<file path="config.mk">
export PLATFORM = sky130hd
export DESIGN_NAME = salc_ram
export DESIGN_NICKNAME = d
export VERILOG_FILES = /design/src/rtl/set_assoc_lru_cache_tag_lookup_assert.svh /design/src/rtl/salc_ram.sv
export SDC_FILE = /design/constraint.sdc
export NUM_CORES = 1
export LEC_CHECK = 0
export BUFFER_PORTS_ARGS = -buffer_cell sky130_fd_sc_hd__clkbuf_2
export CAP_MARGIN = 20
export CORE_MARGIN = 3
export CORE_UTILIZATION = 40
export DETAILED_ROUTE_END_ITERATION = 10
export GPL_ROUTABILITY_DRIVEN = 1
export SETUP_SLACK_MARGIN = 0.15
export SLEW_MARGIN = 25
export SYNTH_ARGS = -nofsm -noshare
export SYNTH_HDL_FRONTEND = slang
export SYNTH_SLANG_ARGS = --single-unit
export TNS_END_PERCENT = 30
</file>
<file path="constraint.sdc">
create_clock -name clk -period 2.6 [get_ports clk]
set_clock_uncertainty 0.1 [all_clocks]
set_input_delay 0.26 -clock clk [delete_from_list [all_inputs] [get_ports clk]]
set_output_delay 0.26 -clock clk [all_outputs]
set_load 0.02 [all_outputs]
</file>
<file path="src/rtl/set_assoc_lru_cache_tag_lookup_assert.svh">
// assertion macros for the cache tag lookup
`ifndef SET_ASSOC_LRU_CACHE_TAG_LOOKUP_ASSERT_SVH
`define SET_ASSOC_LRU_CACHE_TAG_LOOKUP_ASSERT_SVH

// same-cycle implication, checked out of reset
`define SALC_ASSERT_IMPL(lbl, clk, rst_n, ante, cons, msg) \
    lbl: assert property (@(posedge clk) disable iff (!rst_n) (ante) |-> (cons)) \
        else $error(msg);

// next-cycle implication, checked out of reset
`define SALC_ASSERT_NEXT(lbl, clk, rst_n, ante, cons, msg) \
    lbl: assert property (@(posedge clk) disable iff (!rst_n) (ante) |=> (cons)) \
        else $error(msg);

`endif

</file>
<file path="src/rtl/salc_ram.sv">
// generic single write port, single read port ram with registered read
module salc_ram #(
    parameter int WIDTH = 8,
    parameter int DEPTH = 16
) (
    input  logic                                      clk,
    input  logic                                      we,
    input  logic [((DEPTH > 1) ? $clog2(DEPTH) : 1)-1:0] waddr,
    input  logic [WIDTH-1:0]                          wdata,
    input  logic                                      re,
    input  logic [((DEPTH > 1) ? $clog2(DEPTH) : 1)-1:0] raddr,
    output logic [WIDTH-1:0]                          rdata
);

    logic [WIDTH-1:0] mem_reg [DEPTH];
    logic [WIDTH-1:0] rdata_reg;

    always_ff @(posedge clk)
    begin
        if (we)
        begin
            mem_reg[waddr] <= wdata;
        end
        if (re)
        begin
            rdata_reg <= mem_reg[raddr];
        end
    end

    assign rdata = rdata_reg;

endmodule

</file>
==> metrics, run 1 <==
status completed; # fillers around 1100; Die Span X 120 um; Worst-Skew Late Latency just over 0.4 ns; worst slew pin tran between 0.8 and 0.9 ns; CP max stage delay around 0.50 ns; Die Area between 10000 and 15000 um2; final cell count without fillers about 460; maximum root-to-sink buffer count 2; Post-CTS Resized 0; Critical Path Start Type input pin; Total GRT Usage about 15%; Util after Layout just under 50%; synthesized instance count ~230; Max Clk Rate about 580 MHz; Area growth syn-to-layout 18.5%; CP required about 2.6 ns; Worst slew margin ~45%; Yosys Warn Count 0; sequential-to-total area share from yosys stat about four fifths; initial antenna violation count 0; first-pass GRT wire length between 15 and 20 mm; Ports 27; drt initial violations 199; area of the multi-input gates between 1000 and 1500 um2; min-delay worst type input pin to register; CP max-delay cell clkbuf_2; Final Setup Violations 0; GPL Wtd Cong 0.729; synth unique cells 18; Port Buffers 26; Initial Util between 40% and 50%; routed length per instance roughly 22 um; Cell Pwr Density between 800 and 900 nW/um2; Vias per Instance between 5 and 6; WP data arrival 1.77 ns; Die Ht around 120 um; Post-CTS Hold Fix Bufs 0; diode count 0; total congestion overflow 0; commonest non-fill, non-tap cell in the layout edfxtp_1; combinational power share 4.7%; Pleak between 2 and 2.5 nW; Hold Fails Final Rpt 0; reg2reg path depth 3; CTS Sinks about 140; RSZ-0062 raised after global routing no; setup TNS 0 ns; crit-path max FO 21; number of global-route vias before repair 2655; largest net degree at the start of global routing 33; number of synthesized register bits between 100 and 150; TritonCTS clock tree yes; Final min period about 1.7 ns; hold depth 1; H-tree levels 4; drt drc 0; Final #Nets 300; Psw ~0.00096 W; critical path endpoint category register; max_cap viols 0; clock root buffer clkbuf_16; WS Path Type input pin to register; register area 4080 um2; buffer count from post-CTS setup fixing 0; hpwl dp between 6 and 7 mm; antenna-violating nets left 0; Synth Area per Inst 22.8 um2; CTS buffer count 17; layout cells sized above 1 30.8%; post-placement cell count 434; Mapped Nets approximately 250; CP cell instances clkbuf_2, buf_4, mux4_2, a22oi_1, nand2_1; drt total wl about 10 mm; internal power between 0.004 and 0.005 W; Net Sw Frac roughly a fifth; Clock power frac 45.7%; router iterations before antenna repair 4; sequential power share between 40% and 50%; max-slew violation count 0; commonest non-fill, non-tap cells in the layout edfxtp_1 (136), clkbuf_2 (26), mux4_2 (18); final period utilization between 60% and 70%; Core ar. 12700 um2; synthesized cell area 5230 um2; Largest register FFs approximately 130; maximum VDD drop roughly 460 uV; routed vias 2471; Rows 41; Worst-path clk slew roughly 0.05 ns
critical path, delay by kind of cell:
kind | cells | cell delay, ns
buffers and inverters | 2 | 0.79
AOI/OAI and AO/OA | 1 | 0.34
muxes | 1 | 0.30
and+or+nand+nor | 1 | 0.08
logic make-up after synthesis:
logic type / after synthesis / synth area share [%]
multiplexers: 32 / 14.8
buffers and inverters: 10 / 1.65
AND/OR/NAND/NOR: 35 / 3.14
flip-flops: 136 / 78.1
AO/OA/AOI/OAI: 16 / 2.30
layout make-up:
type	count	share of cell area [%]
tap	172	3.48
sequential	136	66.0
timing repair buffer	43	4.36
clock buffer	19	6.99
clock inverter	11	2.14
multi-input combinational	83	17.1
per-layer routing:
layer	global-route usage [%]	up-vias	share of wire, %
met5	0	-	0
met4	5.88	0	1.9
met3	4.96	13	7.2
met2	24.4	104	49
met1	19.6	1272	42
li1	-	1082	-
cell usage after synthesis:
cell type        count  area [um2]
mux4_2              18         405
buf_4                1        7.51
mux4_1              14         368
clkdlybuf4s25_2      3        30.0
nor2_1              13        48.8
nand2b_1             2        12.5
nand2_1              9        33.8
a22oi_1             16         120
buf_6                3        33.8
nor2b_1              1        6.26
edfxtp_1           136        4080
nand3b_1             2        15.0
buf_2                3        15.0
and2_1               1        6.26
and2b_1              1        7.51
or3b_2               1        8.76
nor3_1               4        20.0
nand3_1              1        5.00
path summary, 6_finish.rpt:
path                            start            endpoint  slack, ns
max                          raddr[1]  rdata[7]$_DFFE_PP_       0.87
min                                re  rdata[5]$_DFFE_PP_       0.17
max reg2reg   mem_reg[9][4]$_DFFE_PP_  rdata[4]$_DFFE_PP_       0.98
min reg2reg  mem_reg[15][1]$_DFFE_PP_  rdata[1]$_DFFE_PP_       0.65
through the flow:
stage               power (W)  area, um2  hold WS (ns)  setup slack (ns)
floorplan             0.00266       5230         0.259             0.747
CTS                   0.00504       6190         0.162             0.920
detailed placement    0.00277       5630         0.589             0.474
global route          0.00517       6190         0.173             0.806
global placement      0.00276       5630         0.575             0.476
finish                0.00501       6190         0.172             0.871
power groups by stage:
stage	Clock, W	Sequential, W	Combinational (W)
5_1_grt	0.00243	0.00249	0.000255
4_1_cts	0.00232	0.00249	0.000239
3_5_place_dp	0	0.00253	0.000238
2_1_floorplan	0	0.00254	0.000125
3_3_place_gp	0	0.00253	0.000236
6_report	0.00229	0.00249	0.000234
(Power assumes the default switching activity.)
==> run 2, diff against run 1 <==
==> constraint.sdc (replaced) <==
create_clock -name clk -period 1.5 [get_ports clk]
set_clock_uncertainty 0.1 [all_clocks]
set_input_delay 0.15 -clock clk [delete_from_list [all_inputs] [get_ports clk]]
set_output_delay 0.15 -clock clk [all_outputs]
set_load 0.02 [all_outputs]
==> run 2 against run 1 <==
The flow now finishes with violations (negative setup slack). Via count shrank 0.97%. Register-to-register slack lost 1.0 ns. Global-route usage shrank 0.080 points. Highest routed layer unchanged. Hold slack lost 0.12 ns. Clock power grew 68%.
==> metrics, run 2 (synthesized netlist as in run 1, its figures left out) <==
status finished, violations left; violated checks negative setup slack; Die Area 14500 um2 (unchanged); crit-path max FO 1 (-95%); Largest register FFs 128 (unchanged); routed vias 2447 (-0.97%); Hold Fails Final Rpt 0 (unchanged); total congestion overflow 0 (unchanged); grt peak-use layer met2; worst slew pin tran 0.804 ns (-0.0197 ns); Core ar. 12700 um2 (unchanged); setup TNS -0.0207 ns (-0.0207 ns); Ports 27 (unchanged); Cell Area, Placed 5780 um2 (+2.8%); diode count 0 (unchanged); first-pass GRT wire length 15.6 mm (about the same); maximum root-to-sink buffer count 2 (unchanged); Die Span X 120 um (unchanged); Area growth syn-to-layout 21.7%; WS Path Type register to register; routed length per instance 20.5 um (-4.8%); met2 GRT Util 22.8% (-1.6 points); max_cap viols 0 (unchanged); CTS Sinks 136 (unchanged); final worst-path setup slack -0.0180 ns (-0.889 ns); layout cells sized above 1 41.3% (+10 points); Cell Pwr Density 1360 nW/um2 (+68%); met3 GRT Util 4.40% (-0.56 points); Buf/Inv on CP 0 (-2); Critical Path Start Type register; Pleak 2.12 nW (+1.5%); max-slew violation count 0 (unchanged); drt total wl 9.87 mm (-1.1%); Rows 41 (unchanged); Vias per Instance 5.08 (-4.7%); CP required 1.55 ns (-1.09 ns); CP cell instances mux4_2, a22oi_2, nand2_1; CP max stage delay 0.48 ns (-0.02 ns); Worst-path clk slew 0.05 ns (about the same); final hold slack 0.0489 ns (-0.123 ns); antenna-violating nets left 0 (unchanged); RSZ-0062 raised after global routing yes; drt initial violations 299 (+50%); met1 Use GR 21.4% (+1.8 points); number of global-route vias before repair 2647 (-0.30%); commonest non-fill, non-tap cell in the layout edfxtp_1; CTS buffer count 17 (unchanged); Worst-Skew Late Latency 0.41 ns (about the same); commonest non-fill, non-tap cells in the layout edfxtp_1 (136), mux4_2 (32), buf_4 (27); H-tree levels 4 (unchanged); WP data arrival 1.57 ns (-0.20 ns); critical path's top delay family multiplexers; Final Setup Violations 2 (+2); maximum VDD drop 805 uV (+75%); router iterations before antenna repair 4 (unchanged); final period utilization 101%; Port Buffers 26 (unchanged); Total GRT Usage 15.2% (-0.080 points); GPL Wtd Cong 0.751 (+3.1%); TritonCTS clock tree yes; Max Clk Rate roughly 660 MHz; Initial Util 41.1% (unchanged); drt drc 0 (unchanged); min-delay worst type input pin to register; Worst slew margin 46.3% (+1.4 points); Final min period 1.52 ns; clock root buffer clkbuf_16; Util after Layout 50.0% (+1.3 points); largest net degree at the start of global routing 20 (-39%); final instance area 6360 um2 (+2.8%); Post-CTS Hold Fix Bufs 0 (unchanged); hpwl dp 6.51 mm (+3.1%); CP max-delay cell mux4_2; Die Ht 120 um (unchanged); Final #Nets 316 (+5.3%); critical path endpoint category register; initial antenna violation count 0 (unchanged)
## run 2: what timing repair did
action                                  in CTS  in global routing
buffers inserted                             0                  0
endpoints found under the setup margin       8                  8
resized for setup                            8                  0
hold endpoints to repair                     0                  0
pin swaps                                    3                  1
gates cloned                                 0                  0
## run 2: layout make-up
| class | count | area [um2] |
|---|---|---|
| fillers | 1044 | 6360 |
| flip-flops and latches | 136 | 4080 |
| multi-input cells | 83 | 1060 |
| repair buffers | 59 | 453 |
| clock buffers | 24 | 452 |
| well taps | 172 | 215 |
| clock inverters | 8 | 98.8 |
## run 2: metal layers
layer	vias up	routed length, um
li1	1108	-
met1	1258	4500
met2	71	4780
met3	10	477
met4	0	122
met5	-	0
## run 2: final timing paths
path	start	to	slack [ns]	cells past startpoint
setup / recovery	mem_reg[0][1]$_DFFE_PP_	rdata[1]$_DFFE_PP_	-0.02	3
hold / removal	wdata[2]	mem_reg[9][2]$_DFFE_PP_	0.05	1
setup reg to reg	mem_reg[0][1]$_DFFE_PP_	rdata[1]$_DFFE_PP_	-0.02	3
hold reg to reg	mem_reg[14][2]$_DFFE_PP_	rdata[2]$_DFFE_PP_	0.64	3
## run 2: power by group
group / internal, W / total [W] / leakage (nW) / switching, W
Sequential: 0.00429 / 0.00431 / 1.24 / 0.0000230
Clock: 0.00244 / 0.00385 / 0.262 / 0.00141
Combinational: 0.000205 / 0.000465 / 0.623 / 0.000261
Total: 0.00693 / 0.00862 / 2.12 / 0.00170
## run 2: metrics by stage
step                      total power [W]  setup slack (ns)  instances
after detailed placement          0.00485            -0.381        450
final                             0.00862           -0.0180        482
after floorplan                   0.00464            0.0496        229
after global routing              0.00897           -0.0675        482
after CTS                         0.00871          -0.00964        482
after global placement            0.00484            -0.375        450
==> run 3, diff against run 2 <==
--- a/config.mk
+++ b/config.mk
@@ -12,7 +12,7 @@
 export DETAILED_ROUTE_END_ITERATION = 10
 export GPL_ROUTABILITY_DRIVEN = 1
 export SETUP_SLACK_MARGIN = 0.15
-export SLEW_MARGIN = 25
+export SLEW_MARGIN = 20
 export SYNTH_ARGS = -nofsm -noshare
 export SYNTH_HDL_FRONTEND = slang
 export SYNTH_SLANG_ARGS = --single-unit
==> constraint.sdc (replaced) <==
create_clock -name clk -period 1.71 [get_ports clk]
set_clock_uncertainty 0.1 [all_clocks]
set_input_delay 0.171 -clock clk [delete_from_list [all_inputs] [get_ports clk]]
set_output_delay 0.171 -clock clk [all_outputs]
set_load 0.02 [all_outputs]
==> run 3 against run 2 <==
The flow now finishes without violations. First-iteration DRC count decreased by 52%. Global-route usage increased by 0.068 points. Total power decreased by 8.1%. Maximum frequency decreased by 1.9%. Sequential power decreased by 12%. Final cell count decreased by 1.5%. Hold slack improved by 0.034 ns. Cell area increased by 0.18%. Clock power decreased by 2%. Critical endpoint is now rdata[6]$_DFFE_PP_. Largest cell class unchanged.
==> metrics, run 3 (synthesized netlist as in run 1, its figures left out) <==
Hold Fails Final Rpt 0 (unchanged); internal power 0.00648 W (-6.4%); CTS Sinks 136 (unchanged); Die Area 14500 um2 (unchanged); drt initial violations 144 (-52%); max-slew violation count 0 (unchanged); Total GRT Usage 15.3% (+0.068 points); Final #Nets 309 (-2.2%); Initial Util 41.1% (unchanged); met2 GRT Util 24.1% (+1.3 points); min-delay worst type input pin to register; Worst slew margin 67.2% (+21 points); max_cap viols 0 (unchanged); antenna-violating nets left 0 (unchanged); WP data arrival 1.60 ns (+0.03 ns); Port Buffers 26 (unchanged); diode count 0 (unchanged); Rows 41 (unchanged); worst slack, placed -0.167 ns (+0.214 ns); Psw 0.00145 W (-15%); Largest register FFs 128 (unchanged); final worst-path setup slack 0.163 ns (+0.181 ns); Final Setup Violations 0 (-2); RSZ-0062 raised after global routing yes; Cell Pwr Density 1240 nW/um2 (-8.2%); GPL Wtd Cong 0.760 (+1.2%); critical path's top delay family multiplexers; worst slew pin tran 0.492 ns (-0.311 ns); maximum VDD drop 859 uV (+6.8%); Net Sw Frac 18.3% (-1.4 points); Area growth syn-to-layout 21.9%; first-pass GRT wire length 15.5 mm (-0.84%); final hold slack 0.0833 ns (+0.0344 ns); Critical Path Start Type register; clock root buffer clkbuf_16; Worst-Skew Late Latency 0.41 ns (about the same); router iterations before antenna repair 4 (unchanged); final period utilization 90.5% (-11 points); Die Ht 120 um (unchanged); TritonCTS clock tree yes; initial antenna violation count 0 (unchanged); Pleak 2.16 nW (+2.0%); status completed; hpwl dp 6.36 mm (-2.3%); Buf/Inv on CP 0 (unchanged); drt total wl 10.0 mm (+1.8%); CP max stage delay 0.49 ns (about the same); routed length per instance 21.2 um (+3.3%); commonest non-fill, non-tap cell in the layout edfxtp_1; CTS buffer count 17 (unchanged); Final min period 1.55 ns (+0.0295 ns); hold path endpoint rdata[0]$_DFFE_PP_; number of global-route vias before repair 2604 (-1.6%); Clock power frac 47.5% (+2.9 points); Die Span X 120 um (unchanged); sequential power share 47.7% (-2.3 points); setup TNS 0 ns (+0.0207 ns); reg2reg path depth 3 (unchanged); CP max-delay cell mux4_2; grt peak-use layer met2; combinational power share 4.9% (-0.5 points); hold depth 1 (unchanged); Ports 27 (unchanged); commonest non-fill, non-tap cells in the layout edfxtp_1 (136), clkbuf_2 (26), buf_4 (23); WS Path Type register to register; Vias per Instance 5.19 (+2.3%); critical path endpoint category register; total congestion overflow 0 (unchanged); maximum root-to-sink buffer count 2 (unchanged); Core ar. 12700 um2 (unchanged); R2R Path End rdata[6]$_DFFE_PP_; Max Clk Rate 646 MHz (-1.9%); CP cell instances mux4_2, a22oi_2, nand2_2; met3 GRT Util 4.63% (+0.23 points); met1 Use GR 19.9% (-1.5 points); layout cells sized above 1 35.0% (-6.3 points); H-tree levels 4 (unchanged); R2R setup slack 0.16 ns (+0.18 ns); routed vias 2466 (+0.78%); worst r2r src mem_reg[11][6]$_DFFE_PP_; crit-path max FO 1 (unchanged); Worst-path clk slew 0.05 ns (about the same); buffer count from post-CTS setup fixing 0 (unchanged); largest net degree at the start of global routing 30 (+50%); drt drc 0 (unchanged); hold path start re; CP required 1.76 ns (+0.21 ns)
[run 3: changes by cell type in the layout (fill, tap and decap cells not counted), moves of 4 or more]
cell | before | now
buf_4 | 27 | 23
mux4_2 | 32 | 19
mux4_1 | 0 | 13
clkbuf_1 | 7 | 3
clkinv_1 | 0 | 4
[run 3: timing repair]
action / 4_1_cts / 5_1_grt
resized for setup: 2 / 7
pin swaps: 0 / 1
hold buffers: 0 / 0
endpoints found under the setup margin: 4 / 7
[run 3: layer usage]
layer / up-vias / part of all wire [%]
met2: 65 / 49
met3: 16 / 4.3
met1: 1284 / 44
met5: - / 0
li1: 1101 / -
met4: 0 / 2.4
[run 3: stage by stage]
stage / util, % / cell area (um2) / total power [W] / cells
after global placement: 45.0 / 5720 / 0.00422 / 443
after detailed placement: 45.0 / 5720 / 0.00423 / 443
after global routing: 50.1 / 6370 / 0.00820 / 475
final: 50.1 / 6370 / 0.00793 / 475
after CTS: 49.9 / 6350 / 0.00798 / 475
after floorplan: - / 5230 / 0.00405 / 229
[run 3: area by class of cell]
| cell class | count | area [um2] |
|---|---|---|
| Sequential cell | 136 | 4080 |
| Timing Repair Buffer | 52 | 363 |
| Fill cell | 1049 | 6350 |
| Clock buffer | 20 | 437 |
| Tap cell | 172 | 215 |
| Multi-Input combinational cell | 83 | 1100 |
| Clock inverter | 12 | 180 |
[run 3: power by group through the flow]
stage / logic (W) / registers [W] / clock network [W]
after detailed placement: 0.000380 / 0.00385 / 0
after global placement: 0.000374 / 0.00384 / 0
after global routing: 0.000422 / 0.00378 / 0.00399
after CTS: 0.000385 / 0.00378 / 0.00382
after floorplan: 0.000190 / 0.00386 / 0
final: 0.000385 / 0.00378 / 0.00376
[run 3: worst max path at each step]
| stage | start | end | depth (start not counted) |
|---|---|---|---|
| after global placement | raddr[0] | rdata[3]$_DFFE_PP_ | 6 |
| after CTS | mem_reg[9][1]$_DFFE_PP_ | rdata[1]$_DFFE_PP_ | 3 |
| final | mem_reg[11][6]$_DFFE_PP_ | rdata[6]$_DFFE_PP_ | 3 |
| after floorplan | raddr[0] | rdata[1]$_DFFE_PP_ | 5 |
| after detailed placement | raddr[0] | rdata[3]$_DFFE_PP_ | 6 |
| after global routing | mem_reg[1][2]$_DFFE_PP_ | rdata[2]$_DFFE_PP_ | 3 |
